$ cat src/rtl/sfl_pkg.sv
package sfl_pkg;

   localparam int ADDR_W       = 64;
   localparam int COUNT_W      = 11;
   localparam int INDEX_W      = 10;
   localparam int OFFSET_W     = 32;
   localparam int DEPTH_DEFAULT = 1024;

   localparam logic [ADDR_W-1:0] CANON_MASK = 64'hfffff80000000000;
   localparam logic [ADDR_W-1:0] PAGE_MASK  = 64'hfffffffffffff000;
   localparam logic [ADDR_W-1:0] ZERO_ADDR  = 64'h0000000000000000;

   localparam logic MODE_LOAD   = 1'b0;
   localparam logic MODE_LOOKUP = 1'b1;

   typedef enum logic [2:0] {
      ST_IDLE,
      ST_FIRST,
      ST_LAST,
      ST_MID,
      ST_FINISH
   } state_type;

   typedef struct packed {
      logic                found;
      logic [INDEX_W-1:0]  symbol_index;
      logic [OFFSET_W-1:0] offset;
      logic                bad_address;
   } result_type;

   // non-canonical (bits 63..43 mixed) or within the first page
   function automatic logic bad_address_check(input logic [ADDR_W-1:0] a);
      logic [ADDR_W-1:0] hi;
      logic              canonical;
      logic              first_page;
      hi         = a & CANON_MASK;
      canonical  = (hi == CANON_MASK) || (hi == ZERO_ADDR);
      first_page = (a & PAGE_MASK) == ZERO_ADDR;
      return !canonical || first_page;
   endfunction

endpackage

$ cat src/rtl/sfl_search.sv
module sfl_search #(
   parameter int TABLE_DEPTH = sfl_pkg::DEPTH_DEFAULT,
   parameter int AW          = $clog2(TABLE_DEPTH)
) (
   input  logic                         clock,
   input  logic                         reset,
   input  logic                         req_valid,
   output logic                         req_ready,
   input  logic                         req_mode,
   input  logic [sfl_pkg::INDEX_W-1:0]  req_entry_index,
   input  logic [sfl_pkg::ADDR_W-1:0]   req_entry_addr,
   input  logic [sfl_pkg::ADDR_W-1:0]   req_query_addr,
   input  logic [sfl_pkg::COUNT_W-1:0]  symbol_count,
   output logic                         res_valid,
   output sfl_pkg::result_type          res_data,
   input  logic                         res_free,
   output logic                         mem_wr_en,
   output logic [AW-1:0]                mem_wr_addr,
   output logic [sfl_pkg::ADDR_W-1:0]   mem_wr_data,
   output logic [AW-1:0]                mem_rd_addr,
   input  logic [sfl_pkg::ADDR_W-1:0]   mem_rd_data
);
   import sfl_pkg::*;

   localparam int CW = $clog2(TABLE_DEPTH + 1);
   localparam int EW = (CW > COUNT_W) ? CW : COUNT_W;
   localparam logic [EW-1:0] DEPTH_EXT = EW'(TABLE_DEPTH);

   state_type state_ff, state_in;

   logic [ADDR_W-1:0]   query_ff, query_in;
   logic                bad_ff, bad_in;
   logic                found_ff, found_in;
   logic [AW-1:0]       lo_ff, lo_in;
   logic [AW-1:0]       hi_ff, hi_in;
   logic [AW-1:0]       mid_ff, mid_in;
   logic [OFFSET_W-1:0] off_ff, off_in;

   logic              accept;
   logic [EW-1:0]     count_ext;
   logic [EW-1:0]     n_ext;
   logic [EW-1:0]     last_ext;
   logic              entry_ok;
   logic [ADDR_W:0]   diff;
   logic              q_below;
   logic [AW:0]       step_sum;
   logic              more;

   assign req_ready = (state_ff == ST_IDLE);
   assign accept    = req_valid && req_ready;

   // count clamps to the depth
   assign count_ext = EW'(symbol_count);
   assign n_ext     = (count_ext > DEPTH_EXT) ? DEPTH_EXT : count_ext;
   assign last_ext  = n_ext - EW'(1);
   assign entry_ok  = EW'(req_entry_index) < DEPTH_EXT;

   // one subtractor gives both the compare and the offset
   assign diff    = {1'b0, query_ff} - {1'b0, mem_rd_data};
   assign q_below = diff[ADDR_W];

   assign step_sum = {1'b0, lo_in} + {1'b0, hi_in};
   assign mid_in   = step_sum[AW:1];
   assign more     = ({1'b0, lo_in} + (AW+1)'(1)) < {1'b0, hi_in};

   assign mem_wr_en   = accept && (req_mode == MODE_LOAD) && entry_ok;
   assign mem_wr_addr = AW'(req_entry_index);
   assign mem_wr_data = req_entry_addr;

   always_comb begin
      case (state_ff)
         ST_FIRST: mem_rd_addr = hi_ff;
         ST_LAST,
         ST_MID:   mem_rd_addr = mid_in;
         default:  mem_rd_addr = '0;
      endcase
   end

   // next state
   always_comb begin
      state_in = state_ff;
      case (state_ff)
         ST_IDLE: begin
            if (accept && (req_mode == MODE_LOOKUP)) begin
               state_in = (symbol_count == '0) ? ST_FINISH : ST_FIRST;
            end
         end
         ST_FIRST: begin
            if (q_below || (hi_ff == '0)) begin
               state_in = ST_FINISH;
            end else begin
               state_in = ST_LAST;
            end
         end
         ST_LAST: begin
            if (!q_below || !more) begin
               state_in = ST_FINISH;
            end else begin
               state_in = ST_MID;
            end
         end
         ST_MID: begin
            if (!more) begin
               state_in = ST_FINISH;
            end
         end
         ST_FINISH: begin
            if (res_free) begin
               state_in = ST_IDLE;
            end
         end
         default: state_in = ST_IDLE;
      endcase
   end

   // datapath; lo_ff always holds the index of the current floor candidate
   always_comb begin
      query_in = query_ff;
      bad_in   = bad_ff;
      found_in = found_ff;
      lo_in    = lo_ff;
      hi_in    = hi_ff;
      off_in   = off_ff;
      case (state_ff)
         ST_IDLE: begin
            if (accept && (req_mode == MODE_LOOKUP)) begin
               query_in = req_query_addr;
               bad_in   = bad_address_check(req_query_addr);
               found_in = 1'b0;
               lo_in    = '0;
               hi_in    = AW'(last_ext);
               off_in   = '0;
            end
         end
         ST_FIRST: begin
            if (!q_below) begin
               found_in = 1'b1;
               off_in   = diff[OFFSET_W-1:0];
            end
         end
         ST_LAST: begin
            if (!q_below) begin
               lo_in  = hi_ff;
               off_in = diff[OFFSET_W-1:0];
            end
         end
         ST_MID: begin
            if (q_below) begin
               hi_in = mid_ff;
            end else begin
               lo_in  = mid_ff;
               off_in = diff[OFFSET_W-1:0];
            end
         end
         default: begin
         end
      endcase
   end

   assign res_valid              = (state_ff == ST_FINISH);
   assign res_data.found         = found_ff;
   assign res_data.symbol_index  = INDEX_W'(lo_ff);
   assign res_data.offset        = off_ff;
   assign res_data.bad_address   = bad_ff;

   always_ff @(posedge clock) begin
      if (reset) begin
         state_ff <= ST_IDLE;
      end else begin
         state_ff <= state_in;
      end
      query_ff <= query_in;
      bad_ff   <= bad_in;
      found_ff <= found_in;
      lo_ff    <= lo_in;
      hi_ff    <= hi_in;
      mid_ff   <= mid_in;
      off_ff   <= off_in;
   end

endmodule

$ cat config.mk
export PLATFORM = sky130hd
export DESIGN_NAME = sfl_search
export DESIGN_NICKNAME = d
export VERILOG_FILES = /design/src/rtl/sfl_pkg.sv /design/src/rtl/sfl_search.sv
export SDC_FILE = /design/constraint.sdc
export NUM_CORES = 1
export LEC_CHECK = 0
export ABC_AREA = 1
export BUFFER_PORTS_ARGS = -buffer_cell sky130_fd_sc_hd__buf_2
export CAP_MARGIN = 15
export CORE_MARGIN = 2
export CORE_UTILIZATION = 46
export DETAILED_ROUTE_END_ITERATION = 8
export GPL_ROUTABILITY_DRIVEN = 0
export GPL_TIMING_DRIVEN = 0
export PLACE_DENSITY = 0.83
export SLEW_MARGIN = 10
export SYNTH_ARGS = -nofsm -noshare
export SYNTH_HDL_FRONTEND = slang
export SYNTH_SLANG_ARGS = --single-unit
$ cat constraint.sdc
create_clock -name clock -period 5.2 [get_ports clock]
set_input_delay 0.78 -clock clock [delete_from_list [all_inputs] [get_ports clock]]
set_output_delay 0.78 -clock clock [all_outputs]
set_load 0.01 [all_outputs]
==> impl_summary.txt, run 1 <==
----------------------------------------------------
[STA]
  Final setup margin ... -0.09180 ns
  Minimum clock period ... around 5.3 ns
  Number of endpoints failing setup at the final stage ... 2
  Pin slew with the least headroom to its limit ... 0.8295 ns
  Number of failing hold endpoints at the final stage ... 0
  Clock Skews ... roughly 0.011 ns
  Worst-case headroom to the max-slew limit ... 0.4427
  Unrepaired setup endpoints after global routing ... true
  Post-route fraction of the period consumed by the critical path ... 1.018
  Final slew viol count ... 0
  Achievable Freq ... around 190 MHz

[Run status]
  Violations in the final reports ... negative setup slack
  Result of the run ... finished with violations

[Critical path]
  Count of cell instances traversed by the critical path ... 33
  Kind of cell with the highest combined delay on the critical path ... simple AND/OR/NAND/NOR gates
  Origin of the worst setup path ... mem_rd_data[25]
  Sort of element at the end of the critical path ... output port
  Required @ worst endpoint ... between 4 and 5 ns
  CP max FO ... 7
  Critical Path Sink ... mem_rd_addr[7]
  CP peak stage delay ... 0.39 ns
  Startpoint of the lowest-slack register-to-register path ... query_ff[0]
  Critical path startpoint category ... primary input
  FF-to-FF path depth ... 37
  Worst-path cell with the longest stage delay ... fa_2
  Startpoint-to-endpoint class of the critical path ... primary input to output port
  Most frequent CP cell ... nand2_1
  R2R setup slack ... 0.18 ns
  Worst Path Arrival ... approximately 4.5 ns
  Reg-to-reg endpoint ... off_ff[2]
  CP Buf/Inv Count ... 8

[Yosys]
  Ys async rst share ... 0
  Combined area of all synthesized cells ... just over 0.009 mm^2
  Dominant cell by count in the synthesized netlist ... nand2_1
  Top cell type's share of synthesized area ... 0.3195
  Ranking of synthesized cells by instance count ... nand2_1 (215), inv_1 (191), edfxtp_1 (98), ha_1 (83), a21oi_1 (82)
  Syn nets ... 1,418
  Count of warnings emitted by yosys ... 0
  EDFF count, synth ... roughly 100
  Avg Synthesized Cell Area ... a little over 8 um^2
  Dominant cell type by area after synthesis ... edfxtp_1
  Main flop type after synthesis ... edfxtp_1
  Number of flip-flops and latches in the synthesized netlist ... around 130
  Count of distinct cell types in the synthesized netlist ... between 50 and 60
  Cell count after synthesis ... approximately 1,100
  Largest cells by area after synthesis ... edfxtp_1 (32%), ha_1 (11%), nand2_1 (8.8%)
  Seq/Total Area, Yosys ... 0.3913

[Finish]
  Cell area after layout ... around 0.012 mm^2
  Final cell count without fillers ... roughly 1,700
  Ratio of cells with drive above 1 in the final layout ... 0.3759
  Final core utilization ... 0.6325
  Final nets ... 1,769
  Layout-stage area growth over the synthesis result ... 34.10%
  Number of filler instances in the final layout ... roughly 1,600

[Routing]
  Routed length per instance ... roughly 16 um
  Via/cell ratio ... 5.172
  Total vias in the final route ... 9,030
  Number of detailed-route iterations in the first pass ... 5
  Count of nets left with antenna violations after detail routing ... 0
  Post-detailed-route DRC marker count ... 0
  DRC violation total after the first TritonRoute iteration ... roughly 750
  Wire length after detailed routing ... 27,470 um

[Die]
  Die extent in y ... between 100 and 150 um
  Ports ... ~350
  Starting Density ... 0.4717
  Area of the die ... between 0.02 and 0.025 mm^2
  Area of the core ... between 0.015 and 0.02 mm^2
  Floorplan die width ... around 150 um
  Site row count ... a little over 50

[Pwr]
  Max IR drop VDD ... 0.4000 mV
  Static leakage ... about 6.3 nW
  Power density cells ... approximately 480 mW/mm^2
  Total power ... 5.903 mW

[Placed design]
  Count of buffers inserted at the top-level ports ... between 200 and 300
  Total instance count after detailed placement ... around 1,700
  Total half-perimeter wirelength after legalization and detailed placement ... around 20,000 um
  DP Area ... 0.01097 mm^2

[Clock network]
  Sink Count ... between 100 and 150
  TritonCTS buffer count ... 17
  Clock root buffer ... clkbuf_16
  Clock latency on the worst-skew pair ... between 0.4 and 0.5 ns
  TritonCTS clock tree ... done
  H-tree level count ... 4
  Max Root-Sink Buffers ... 2
  Reg clk slew, reported paths ... approximately 0.06 ns
  Number of buffers added to fix hold violations after cts ... 0

[Global routing]
  Pin count of the biggest net entering global routing ... 66
  Total overflow reported by the global router ... 0
  GRT Resource Usage Total ... 0.2503
  Wire length of the first global-routing pass ... 42,720 um
  Via count of the first global-routing pass ... slightly below 9,000
  Antenna violations before repair ... 3

[Flow run]
  Reported max-cap violation count ... 0

[Min path]
  HP Class ... primary input to flip-flop

----------------------------------------------------
-- kinds of logic (layout without fill, tap and decap cells) --
family,Yosys count,count (layout),synth area share
flops,131,131,0.3913
simple gates,390,390,0.1891
other cells,0,2,0
buf+inv,291,655,0.1538
xor+xnor,16,16,0.01521
fa+ha+maj,85,85,0.1171
compound gates,202,202,0.1335
-- worst min-delay path by stage --
| stage | start | to | cells past startpoint |
|---|---|---|---|
| after floorplan | hi_ff[0] | hi_ff[0] | 2 |
| after detailed placement | hi_ff[0] | hi_ff[0] | 2 |
| after CTS | req_query_addr[1] | query_ff[1] | 1 |
| after global placement | hi_ff[0] | hi_ff[0] | 2 |
| after global routing | req_query_addr[0] | query_ff[0] | 1 |
| final | req_query_addr[0] | query_ff[0] | 1 |
-- power breakdown --
group	switching, mW	internal, mW	leakage [nW]	total, mW
clock network	0.454	0.709	0.289	1.16
registers	0.124	1.51	1.20	1.64
logic	1.89	1.21	4.77	3.10
total	2.47	3.43	6.25	5.90
-- layout make-up --
type	instances	area, um^2	area share
clock buffers	26	533.0	0.04316
well taps	265	331.6	0.02685
diodes	2	5.005	0.0004052
plain buffers	87	666.9	0.05400
flip-flops and latches	131	3603	0.2918
repair buffers	333	1853	0.1500
clock inverters	6	42.54	0.003444
inverters	203	767.0	0.06210
multi-input cells	693	4548	0.3683
-- layer usage --
layer	wire length [um]	up-vias	global-route usage
li1	-	4379	-
met2	13660	429	0.4289
met1	10920	4141	0.3022
met3	1893	79	0.05172
met4	989	2	0.1176
met5	12	-	0
-- cell usage in the layout (no fill, tap or decap), types with 5 or more instances in the layout --
master | Yosys | routed
buf_2 | 5 | 277
nand2_1 | 215 | 204
inv_1 | 191 | 185
buf_4 | 76 | 133
edfxtp_1 | 98 | 98
a21oi_1 | 82 | 75
ha_1 | 83 | 68
nor2_1 | 62 | 60
o21ai_0 | 44 | 42
nand3_1 | 38 | 36
dfxtp_1 | 33 | 33
o211ai_1 | 19 | 19
clkbuf_16 | 0 | 19
nand2_2 | 10 | 17
nand4_1 | 17 | 17
inv_2 | 11 | 16
nor4_1 | 14 | 14
xor2_1 | 10 | 10
ha_4 | 0 | 10
o21a_1 | 8 | 8
a21oi_2 | 1 | 7
nand2_4 | 3 | 7
nor3_1 | 8 | 6
a31oi_1 | 6 | 6
nand3_2 | 3 | 5
nor2_4 | 3 | 5
xnor2_1 | 6 | 5
a22oi_1 | 9 | 5
ha_2 | 0 | 5
-- per-stage QoR --
stage	setup WS [ns]	TNS (ns)	hold WS, ns
2_1_floorplan	0.1091	0	0.5336
3_3_place_gp	-1.050	-36.20	0.5571
3_5_place_dp	-0.7671	-3.378	0.5620
4_1_cts	0.002252	0	0.5198
5_1_grt	-0.3162	-1.036	0.5147
6_report	-0.09180	-0.1753	0.5352
-- repair_timing --
action,CTS,global route
buffers inserted,48,13
pin swaps,14,29
setup endpoints to repair,7,7
resized for setup,39,38
-- flip-flops by register name, summed over array words and instances (netlist names) --
register	flops
mid_ff	10
lo_ff	10
state_ff	3
found_ff	1
bad_ff	1
hi_ff	10
off_ff	32
query_ff	64
Note: power is estimated with default switching activity, not from simulation.
==> inputs of run 2 (changes only) <==
--- a/config.mk
+++ b/config.mk
@@ -5,15 +5,14 @@
 export SDC_FILE = /design/constraint.sdc
 export NUM_CORES = 1
 export LEC_CHECK = 0
-export ABC_AREA = 1
 export BUFFER_PORTS_ARGS = -buffer_cell sky130_fd_sc_hd__buf_2
 export CAP_MARGIN = 15
 export CORE_MARGIN = 2
-export CORE_UTILIZATION = 46
+export CORE_UTILIZATION = 45
 export DETAILED_ROUTE_END_ITERATION = 8
 export GPL_ROUTABILITY_DRIVEN = 0
 export GPL_TIMING_DRIVEN = 0
-export PLACE_DENSITY = 0.83
+export PLACE_DENSITY = 0.82
 export SLEW_MARGIN = 10
 export SYNTH_ARGS = -nofsm -noshare
 export SYNTH_HDL_FRONTEND = slang
==> impl_summary.txt, run 2 <==
----------------------------------------------------
[Run status]
  Result of the run ... finished with violations
  Violations in the final reports ... negative setup slack

[Yosys]
  Seq/Total Area, Yosys ... 0.4021
  Syn nets ... around 1,200
  Largest cells by area after synthesis ... edfxtp_1 (33%), ha_1 (12%), dfxtp_1 (7.4%)
  Dominant cell type by area after synthesis ... edfxtp_1
  Cell count after synthesis ... around 900
  Main flop type after synthesis ... edfxtp_1
  Ranking of synthesized cells by instance count ... edfxtp_1 (98), inv_1 (95), ha_1 (83), buf_4 (76), nor2_1 (66)
  Count of warnings emitted by yosys ... 0
  Count of distinct cell types in the synthesized netlist ... approximately 80
  Combined area of all synthesized cells ... approximately 0.0090 mm^2
  Dominant cell by count in the synthesized netlist ... edfxtp_1
  EDFF count, synth ... ~100
  Number of flip-flops and latches in the synthesized netlist ... ~130
  Top cell type's share of synthesized area ... 0.3284
  Avg Synthesized Cell Area ... 9.784 um^2
  Ys async rst share ... 0

[STA]
  Clock Skews ... ~0.019 ns
  Post-route fraction of the period consumed by the critical path ... 1.112
  Number of failing hold endpoints at the final stage ... 0
  Final setup margin ... -0.5845 ns
  Unrepaired setup endpoints after global routing ... true
  Worst-case headroom to the max-slew limit ... 0.3645
  Number of endpoints failing setup at the final stage ... 11
  Achievable Freq ... 172.9 MHz
  Worst Hold Slack ... about 0.54 ns
  Final slew viol count ... 0
  Pin slew with the least headroom to its limit ... about 0.95 ns
  Minimum clock period ... between 5 and 6 ns

[Die]
  Area of the core ... 0.01953 mm^2
  Ports ... 349
  Area of the die ... 0.02106 mm^2
  Site row count ... between 50 and 60
  Starting Density ... 0.4590
  Die extent in y ... ~150 um
  Floorplan die width ... approximately 150 um

[Critical path]
  Reg-to-reg endpoint ... state_ff[2]
  Critical Path Sink ... mem_rd_addr[7]
  Sort of element at the end of the critical path ... output port
  FF-to-FF path depth ... 26
  Critical path startpoint category ... primary input
  R2R setup slack ... -0.21 ns
  Required @ worst endpoint ... ~4.4 ns
  CP max FO ... 7
  Origin of the worst setup path ... mem_rd_data[9]
  Startpoint-to-endpoint class of the critical path ... primary input to output port
  Worst Path Arrival ... 5.00 ns
  Startpoint of the lowest-slack register-to-register path ... query_ff[9]

[Flow run]
  Reported max-cap violation count ... 0

[Placed design]
  DP Area ... around 0.011 mm^2
  Count of buffers inserted at the top-level ports ... roughly 270
  Total instance count after detailed placement ... roughly 1,500
  Total half-perimeter wirelength after legalization and detailed placement ... between 20,000 and 25,000 um

[Pwr]
  Power density cells ... 291.5 mW/mm^2
  Max IR drop VDD ... between 0.2 and 0.25 mV
  Static leakage ... roughly 5.6 nW

[Global routing]
  Wire length of the first global-routing pass ... around 40,000 um
  GRT Resource Usage Total ... 0.2374
  Via count of the first global-routing pass ... roughly 8,000
  Antenna violations before repair ... 0
  Total overflow reported by the global router ... 0
  Pin count of the biggest net entering global routing ... 45

[Routing]
  Number of detailed-route iterations in the first pass ... 8
  Total vias in the final route ... a little over 8,000
  Routed length per instance ... 17.70 um
  DRC violation total after the first TritonRoute iteration ... approximately 560
  Wire length on met3 ... 1949 um
  WL met2 ... 13,400 um
  Count of nets left with antenna violations after detail routing ... 0
  Highest signal layer in the routed design ... met4
  Wire length after detailed routing ... 26,910 um
  Via/cell ratio ... 5.376
  Post-detailed-route DRC marker count ... 0
  Routed length on met1 ... between 10,000 and 15,000 um

[Finish]
  Ratio of cells with drive above 1 in the final layout ... 0.4080
  Max reg flops ... 64
  Final core utilization ... 0.6170
  Layout-stage area growth over the synthesis result ... 34.43%
  Final cell count without fillers ... 1,520
  Most common library cell in the layout ignoring fill and taps ... buf_2
  Leading cell types in the layout, fill and taps excluded ... buf_2 (272), buf_4 (104), edfxtp_1 (98)
  Largest registers ranked by flip-flop count ... query_ff (64), off_ff (32)
  Antenna Cells ... 0
  Largest register by flop count ... query_ff
  Final nets ... 1,545
  Cell area after layout ... 0.01205 mm^2

[Clock network]
  H-tree level count ... 4
  Sink Count ... between 100 and 150
  Max Root-Sink Buffers ... 2
  Clock root buffer ... clkbuf_16
  Clock latency on the worst-skew pair ... between 0.4 and 0.5 ns
  TritonCTS clock tree ... done
  Number of buffers added to fix hold violations after cts ... 0
  Reg clk slew, reported paths ... 0.06 ns
  TritonCTS buffer count ... 17

[Min path]
  HP Class ... primary input to flip-flop

----------------------------------------------------
==> run 2: cell types whose count changed after synthesis, moves of 15 or more <==
| cell | before | now |
|---|---|---|
| nand2_1 | 215 | 52 |
| inv_1 | 191 | 95 |
| xnor2_1 | 6 | 26 |
| a21o_1 | 3 | 18 |
| o211ai_1 | 19 | 3 |
| nand3_1 | 38 | 16 |
| a21oi_1 | 82 | 59 |
==> run 2: cell families after synthesis <==
kind of cell	synth area share
AND/OR/NAND/NOR	0.1406
AO/OA/AOI/OAI	0.1649
flip-flops	0.4021
XOR/XNOR	0.04091
buffers and inverters	0.1121
adder cells (fa/ha/maj)	0.1219
multiplexers	0.01759
==> run 2: worst min path at each step <==
stage                     cells past startpoint  slack (ns)              start     endpoint
after CTS                                     1        0.52  req_query_addr[7]  query_ff[7]
after global routing                          1        0.53  req_query_addr[0]  query_ff[0]
after detailed placement                      1        0.54          mid_ff[1]     hi_ff[1]
final                                         1        0.54  req_query_addr[7]  query_ff[7]
after floorplan                               1        0.49          mid_ff[1]     hi_ff[1]
after global placement                        1        0.53          mid_ff[4]     hi_ff[4]
==> run 2: final cells by class <==
class | instances | area [um^2]
Fill cell | 1580 | 7478
Multi-Input combinational cell | 596 | 4813
Sequential cell | 131 | 3603
Timing Repair Buffer | 308 | 1714
Buffer | 91 | 644.4
Clock buffer | 24 | 514.2
Inverter | 97 | 380.4
Tap cell | 265 | 331.6
Clock inverter | 8 | 46.29
==> run 2: metrics by stage <==
stage / total power, mW / setup TNS (ns) / setup WS (ns)
3_3_place_gp: 2.212 / -53.34 / -1.454
5_1_grt: 3.661 / -5.741 / -0.7065
2_1_floorplan: 1.939 / -0.2135 / -0.1442
6_report: 3.512 / -4.143 / -0.5845
4_1_cts: 3.442 / -4.830 / -0.6979
3_5_place_dp: 2.249 / -6.895 / -0.7710
==> run 2: metal layers <==
metal / global-route usage / vias to the layer above
li1: - / 3913
met4: 0.07304 / 0
met2: 0.3964 / 382
met3: 0.03994 / 41
met1: 0.3168 / 3835
met5: 0 / -
==> run 2: report_power, final <==
group	total (mW)	internal, mW	switching [mW]	leakage [nW]
logic	1.04	0.476	0.567	4.16
registers	1.32	1.25	0.0712	1.20
clock network	1.15	0.690	0.460	0.281
==> run 2: critical path, stage by stage <==
cell      delay (ns)
buf_8           0.11
inv_12          0.04
ha_4            0.20
a211o_1         0.34
a21oi_4         0.17
o21a_1          0.16
a21oi_2         0.08
o21a_1          0.22
o31a_4          0.32
buf_4           0.15
nor3_4          0.30
a221o_2         0.29
inv_1           0.09
fa_2            0.40
nor2b_4         0.12
o21ai_2         0.05
nand2b_1        0.11
a21oi_2         0.07
maj3_4          0.35
o21ai_4         0.17
xor2_2          0.16
a22o_1          0.16
buf_2           0.13
==> run 2: what timing repair did <==
item,4_1_cts,5_1_grt
pin swaps,31,26
setup buffers,17,14
setup endpoints to repair,12,13
resized for setup,27,33
==> inputs of run 3 (changes only) <==
--- a/config.mk
+++ b/config.mk
@@ -7,12 +7,14 @@
 export LEC_CHECK = 0
 export BUFFER_PORTS_ARGS = -buffer_cell sky130_fd_sc_hd__buf_2
 export CAP_MARGIN = 15
+export CELL_PAD_IN_SITES_DETAIL_PLACEMENT = 2
+export CELL_PAD_IN_SITES_GLOBAL_PLACEMENT = 2
 export CORE_MARGIN = 2
-export CORE_UTILIZATION = 45
+export CORE_UTILIZATION = 26
 export DETAILED_ROUTE_END_ITERATION = 8
 export GPL_ROUTABILITY_DRIVEN = 0
 export GPL_TIMING_DRIVEN = 0
-export PLACE_DENSITY = 0.82
+export PLACE_DENSITY = 0.81
 export SLEW_MARGIN = 10
 export SYNTH_ARGS = -nofsm -noshare
 export SYNTH_HDL_FRONTEND = slang
==> impl_summary.txt, run 3 (same netlist as run 2, synthesis figures left out) <==
----------------------------------------------------
[Clock network]
  Clock latency on the worst-skew pair ... between 0.4 and 0.5 ns
  TritonCTS buffer count ... 17
  Reg clk slew, reported paths ... 0.06 ns
  Max Root-Sink Buffers ... 2
  TritonCTS clock tree ... done
  Sink Count ... around 130
  H-tree level count ... 4
  Clock root buffer ... clkbuf_16

[Critical path]
  Worst Path Arrival ... 5.17 ns
  Sort of element at the end of the critical path ... output port
  Critical path startpoint category ... primary input
  Startpoint-to-endpoint class of the critical path ... primary input to output port
  CP max FO ... 8
  Required @ worst endpoint ... between 4 and 5 ns
  R2R setup slack ... -0.24 ns

[STA]
  TNS Setup ... -5.893 ns
  Pin slew with the least headroom to its limit ... roughly 1.2 ns
  Post-route fraction of the period consumed by the critical path ... 1.144
  Achievable Freq ... around 170 MHz
  Unrepaired setup endpoints after global routing ... true
  Clock Skews ... around 0.014 ns
  Final slew viol count ... 0
  Number of failing hold endpoints at the final stage ... 0
  Worst Hold Slack ... slightly above 0.5 ns
  Number of endpoints failing setup at the final stage ... 12
  Final setup margin ... -0.7473 ns
  Worst-case headroom to the max-slew limit ... 0.2142
  Minimum clock period ... 5.947 ns

[Min path]
  HP Class ... primary input to flip-flop

[Global routing]
  Pin count of the biggest net entering global routing ... 72
  Via count of the first global-routing pass ... 9,256
  Total overflow reported by the global router ... 0
  Antenna violations before repair ... 6
  GRT Resource Usage Total ... 0.1932
  Wire length of the first global-routing pass ... between 50,000 and 60,000 um

[Die]
  Area of the die ... 0.03597 mm^2
  Die extent in y ... roughly 190 um
  Site row count ... 67
  Floorplan die width ... between 150 and 200 um
  Ports ... ~350
  Area of the core ... around 0.034 mm^2
  Starting Density ... 0.2659

[Routing]
  DRC violation total after the first TritonRoute iteration ... 279
  Count of nets left with antenna violations after detail routing ... 0
  Post-detailed-route DRC marker count ... 0
  Total vias in the final route ... 8,299
  Number of detailed-route iterations in the first pass ... 4
  Routed length per instance ... about 21 um
  Via/cell ratio ... 4.845
  Wire length after detailed routing ... roughly 36,000 um

[Finish]
  Layout-stage area growth over the synthesis result ... 38.34%
  Most common library cell in the layout ignoring fill and taps ... buf_2
  Largest registers ranked by flip-flop count ... query_ff (64), off_ff (32)
  Number of filler instances in the final layout ... 3,777
  Largest register by flop count ... query_ff
  Ratio of cells with drive above 1 in the final layout ... 0.4183
  Final core utilization ... 0.3679
  Leading cell types in the layout, fill and taps excluded ... buf_2 (273), buf_4 (107), edfxtp_1 (98)
  Cell area after layout ... between 0.01 and 0.015 mm^2
  Max reg flops ... 64
  Final cell count without fillers ... around 1,700
  Final nets ... approximately 1,600

[Pwr]
  Total power ... 3.721 mW
  P_int ... between 2 and 2.5 mW
  Sw frac ... 0.3287
  Max IR drop VDD ... between 0.2 and 0.25 mV
  Psw ... approximately 1.2 mW
  Combinational share of power ... 0.304
  Clk network pwr share ... 0.339
  Sequential Power Share ... 0.358
  Static leakage ... ~5.7 nW
  Power density cells ... 300.1 mW/mm^2

[Run status]
  Violations in the final reports ... negative setup slack
  Result of the run ... finished with violations

[Placed design]
  DP Area ... ~0.011 mm^2
  Total instance count after detailed placement ... 1,639
  Total half-perimeter wirelength after legalization and detailed placement ... between 20,000 and 30,000 um
  Count of buffers inserted at the top-level ports ... between 200 and 300
  Worst slack after detailed placement ... -0.9454 ns

[Flow run]
  Reported max-cap violation count ... 0

----------------------------------------------------
-- run 3: changes by cell type in the layout (fill, tap and decap cells not counted), moves of 3 or more --
cell	delta
diode_2	+5
buf_16	-3
buf_4	+3
bufinv_16	+3
clkinv_4	+3
inv_4	-3
-- run 3: final timing paths --
check,from,endpoint,cells past startpoint
worst max-delay path,mem_rd_data[9],mem_rd_addr[7],23
worst min-delay path,req_query_addr[0],query_ff[0],1
worst max register to register,query_ff[9],state_ff[1],25
worst min register to register,mid_ff[1],hi_ff[1],1
-- run 3: worst max-delay path: stages --
cell	delay (ns)
buf_6	0.10
inv_12	0.03
ha_4	0.26
a211o_1	0.35
a21oi_4	0.17
o21a_1	0.21
a21oi_4	0.08
o21a_1	0.22
o31a_4	0.34
or2_1	0.24
buf_6	0.16
mux2_4	0.32
a22o_4	0.24
ha_4	0.28
nor2b_4	0.14
o21ai_2	0.06
nand2b_1	0.12
a21oi_2	0.08
maj3_4	0.36
o21ai_4	0.17
xor2_2	0.17
a22o_1	0.16
buf_2	0.13
-- run 3: area by class of cell --
cell class	instances	area, um^2	share of cell area
Buffer	92	649.4	0.05238
Inverter	97	396.6	0.03199
Antenna cell	5	12.51	0.001009
Clock buffer	18	429.2	0.03462
Sequential cell	131	3603	0.2906
Clock inverter	14	162.7	0.01312
Timing Repair Buffer	312	1707	0.1377
Tap cell	448	560.5	0.04521
Multi-Input combinational cell	596	4877	0.3934
-- run 3: routing by layer --
layer	global-route usage	share of wire	vias to the layer above
li1	-	-	3912
met1	0.2171	0.40	4116
met2	0.3621	0.54	224
met3	0.04464	0.044	43
met4	0.05605	0.017	4
met5	0	0.00067	-
-- run 3: timing repair --
action                     4_1_cts  5_1_grt
hold buffers                     0        0
buffers inserted                24       13
hold endpoints to repair         0        0
pin swaps                       36       28
setup endpoints to repair       13       13
gates resized for setup         49       24
-- run 3: power groups by stage --
stage	clock [mW]	sequential (mW)	combinational (mW)
after detailed placement	0	1.35	0.961
after global routing	1.32	1.34	1.23
final	1.26	1.33	1.13
after global placement	0	1.35	0.911
after CTS	1.29	1.33	1.07
after floorplan	0	1.33	0.606
